--- config.mk ---
export PLATFORM = sky130hd
export DESIGN_NAME = fatl_cell
export DESIGN_NICKNAME = d
export VERILOG_FILES = /design/src/hw/rtl/fatl_pkg.sv /design/src/hw/rtl/fatl_cell.sv
export SDC_FILE = /design/constraint.sdc
export NUM_CORES = 1
export LEC_CHECK = 0
export BUFFER_PORTS_ARGS = -buffer_cell sky130_fd_sc_hd__buf_2
export CAP_MARGIN = 20
export CORE_ASPECT_RATIO = 0.8
export CORE_MARGIN = 5
export CORE_UTILIZATION = 43
export DETAILED_ROUTE_END_ITERATION = 10
export PLACE_DENSITY = 0.84
export SLEW_MARGIN = 20
export SYNTH_ARGS = -nofsm -noshare
export SYNTH_HDL_FRONTEND = slang
export SYNTH_SLANG_ARGS = --single-unit
--- constraint.sdc ---
create_clock -name clk -period 2.3 [get_ports clk]
set_input_delay 0 -clock clk [delete_from_list [all_inputs] [get_ports clk]]
set_output_delay 0 -clock clk [all_outputs]
set_load 0.01 [all_outputs]
--- src/hw/rtl/fatl_pkg.sv ---
package fatl_pkg;

	localparam int ENTRIES     = 128;
	localparam int VPN_BITS    = 36;
	localparam int PPN_BITS    = 32;
	localparam int OFFSET_BITS = 12;
	// levels of the log-depth prefix OR over the cell row
	localparam int LVL         = $clog2(ENTRIES);

	typedef struct packed {
		logic                valid;
		logic [VPN_BITS-1:0] tag;
		logic [PPN_BITS-1:0] ppn;
	} entry_t;

	typedef struct packed {
		logic cmp;
		logic upd;
		logic flush;
	} cell_ctl_t;

endpackage

--- src/hw/rtl/fatl_cell.sv ---
module fatl_cell import fatl_pkg::*; (
	input  logic                clk,
	input  logic                arst_n,
	input  cell_ctl_t           ctl,
	input  logic [VPN_BITS-1:0] key,
	input  logic                shift,
	input  entry_t              nxt,
	output entry_t              ent,
	output logic                match
);

	logic                valid_q;
	logic [VPN_BITS-1:0] tag_q;
	logic [PPN_BITS-1:0] ppn_q;
	logic                match_q;

	always_ff @(posedge clk or negedge arst_n) begin
		if (!arst_n) begin
			valid_q <= 1'b0;
			match_q <= 1'b0;
		end else begin
			if (ctl.flush) begin
				valid_q <= 1'b0;
			end else if (ctl.upd && shift) begin
				valid_q <= nxt.valid;
			end
			if (ctl.cmp) begin
				match_q <= valid_q && (tag_q == key);
			end
		end
	end

	// contents move one place toward the least-recent end when shifting
	always_ff @(posedge clk) begin
		if (ctl.upd && shift) begin
			tag_q <= nxt.tag;
			ppn_q <= nxt.ppn;
		end
	end

	assign ent   = '{valid: valid_q, tag: tag_q, ppn: ppn_q};
	assign match = match_q;

endmodule

==> flow_summary.toml <==
[flow_run]
cap_violations = 0

[logic_synthesis]
ys_types = 13
yosys_warnings = 0
synth_seq_area_share_pct = 82.7
avgSynthCellArea_um2 = 20.4
syn-num-nets = 235
synth_cells = 124
syn-cell-area_um2 = 2530
synth_seq_cells = 70

[place]
place_inst = 385
post-dp-hpwl_mm = 5.40
portBuffers = 180
place_congestion = 0.811

[pwr]
power_density_nw_per_um2 = 681
internal_power_uw = 2340
switchingPower_uw = 721
clockPowerShare_pct = 35.9
power.leakage_uw = 0.00197
pwr-share-comb_pct = 13.9
swShare_pct = 23.5
vdd_ir_drop_max_mv = 0.473
p_seq_share_pct = 50.2

[global_routing]
grt_antenna_before_repair = 0
use_met3_pct = 11.3
use_met1_pct = 24.2
gr-usage-all-layers_pct = 25.2
grt_max_degree = 47
grt_overflow = 0
top_usage_layer = "met2"
grt_pass1_wl_mm = 13.5
gr-usage-met2_pct = 45.7
grt_pass1_vias = 2543

[critical_path]
slowest_stage = "edfxtp_1"
path_buf_inv = 0
worst_setup_path_start_kind = "flip-flop"
max_stage_delay_ns = 0.42
cp-startpoint = "tag_q[11]$_DFFE_PP_"
path_max_fanout = 2
critical_path_arrival_ns = 1.74
crit_required_ns = 2.54
cpLargestDelayFamily = "simple AND/OR/NAND/NOR gates"
r2r_start = "tag_q[11]$_DFFE_PP_"
worstPathCellList = "xor2_1 > nor4_1 > nand4_1 > o32ai_2"
critPathCaptureType = "flip-flop"
setup.worst_path.class = "reg2reg"

[final_layout]
layout.nets = 499
area_growth_syn_to_layout_pct = 77.8
fin_cells = 474
fill_cells = 353
final_util_pct = 77.3
antenna-diode-count = 0
drive_gt1_share_pct = 50.4

[clock_tree]
root_buffer = "clkbuf_8"
cts_buffers = 9
cts.sinks = 70
postCtsResizedCells = 0
cts_hold_buf = 73
post_cts_buffers = 0
htreeDepth = 3
path_clk_slew_ns = 0.07
clk_latency_ns = 0.34
clk_path_buf_depth = 2
cts_tree = "built"

[detailed_routing]
vias_per_cell = 4.58
ant_nets = 0
drc = 0
drt_iter0_markers = 103
routed_wl_mm = 9.16
num_vias = 2173
drt_pass1_iterations = 4
wl_per_cell_um = 19.3

[timing]
setup_viol = 0
timing.fmax_mhz = 668
finalCritPeriodShare_pct = 65.1
clock_skew_ns = 0.00862
setup_tns_ns = 0
hold_viol_final = 0
period_minus_slack_ns = 1.50
worst_pin_slew_ns = 0.620
slew_viol_final = 0
rsz0062_at_grt = "false"
slew_headroom_pct = 58.7

[floorplanning]
fp.dieH_um = 78.6
core_area_um2 = 5820
start_util_pct = 43.5
dieArea_um2 = 7520
ios = 181
num_rows = 25
die-width_um = 95.7

[hold_path]
min_from = "key[6]"
hold_class = "in2reg"

[run_status]
status = "finished clean"
[cell families (layout without fill, tap and decap cells)]
family | Yosys count | after routing | share of synthesized area (%)
xor gates and xnor gates | 36 | 36 | 12.5
AOI/OAI and AO/OA | 1 | 1 | 0.643
DFF | 70 | 70 | 82.7
muxes | 1 | 1 | 0.396
buffers and inverters | 2 | 271 | 0.445
and+or+nand+nor | 14 | 14 | 3.32
[per-layer routing]
| metal | vias to the layer above | part of all wire (%) |
|---|---|---|
| li1 | 997 | - |
| met1 | 1039 | 33 |
| met2 | 117 | 55 |
| met3 | 20 | 10 |
| met4 | 0 | 2.2 |
| met5 | - | 0 |
[worst min-delay path, stage by stage]
cell and delay, ns:
buf_2 0.09, xnor2_1 0.06, nand4_1 0.10, o32ai_2 0.09
[power by group through the flow]
stage	combinational, uW	clock [uW]	sequential (uW)
finish	426	1100	1540
global route	457	1180	1550
detailed placement	315	0	1560
floorplan	69.1	0	1600
global placement	308	0	1550
CTS	413	1110	1530
[final cells by class]
type	count	area, um2	area share, %
tap	81	101	2.25
clock inverter	7	97.6	2.17
clock buffer	9	124	2.75
timing repair buffer	254	1650	36.7
sequential	70	2090	46.5
multi-input combinational	52	427	9.49
inverter	1	3.75	0.0835
[final timing paths]
path	end	slack (ns)	cells after the start
worst min-delay path	match$_DFFE_PN0P_	0.05	4
max in group asynchronous	match$_DFFE_PN0P_	1.62	3
worst min register to register	match$_DFFE_PN0P_	0.52	2
worst max-delay path	match$_DFFE_PN0P_	0.80	4
worst max register to register	match$_DFFE_PN0P_	0.80	4
min in group asynchronous	valid_q$_DFFE_PN0P_	0.54	3
[cell usage in the layout, fill, tap and decap left out, drive strengths merged, types with 2 or more instances in the layout]
| master | synthesis | routed |
|---|---|---|
| buf | 1 | 181 |
| dlygate4sd3 | 0 | 73 |
| edfxtp | 68 | 68 |
| xor2 | 35 | 35 |
| clkbuf | 0 | 9 |
| nor4 | 8 | 8 |
| nand4 | 3 | 3 |
| clkinv | 0 | 3 |
| bufinv | 0 | 2 |
| dfrtp | 2 | 2 |
| inv | 1 | 2 |
[through the flow]
step / hold slack [ns] / worst slack [ns] / total power (uW) / instance area [um2]
2_1_floorplan: -0.296 / 0.189 / 1670 / 2530
3_3_place_gp: -0.205 / 0.864 / 1860 / 3540
3_5_place_dp: -0.202 / 0.845 / 1870 / 3540
4_1_cts: 0.0341 / 0.827 / 3050 / 4500
5_1_grt: 0.108 / 0.723 / 3190 / 4500
6_report: 0.0496 / 0.803 / 3060 / 4500
[synth_stat cells]
master	n	area share (%)
mux2i_1	1	0.40
xor2_1	35	12
buf_4	1	0.30
nand4_1	3	0.74
dfrtp_1	2	2.0
nor2_1	1	0.15
edfxtp_1	68	81
nor4_1	8	2.0
nor3_1	1	0.20
inv_1	1	0.15
and2_1	1	0.25
o32ai_2	1	0.64
xnor2_1	1	0.35
[sequential cells by signal, summed over array words and instances (netlist names)]
| name | flops |
|---|---|
| match | 1 |
| ppn_q | 32 |
| tag_q | 36 |
| valid_q | 1 |
No activity file was read; power rests on OpenSTA's default activity.
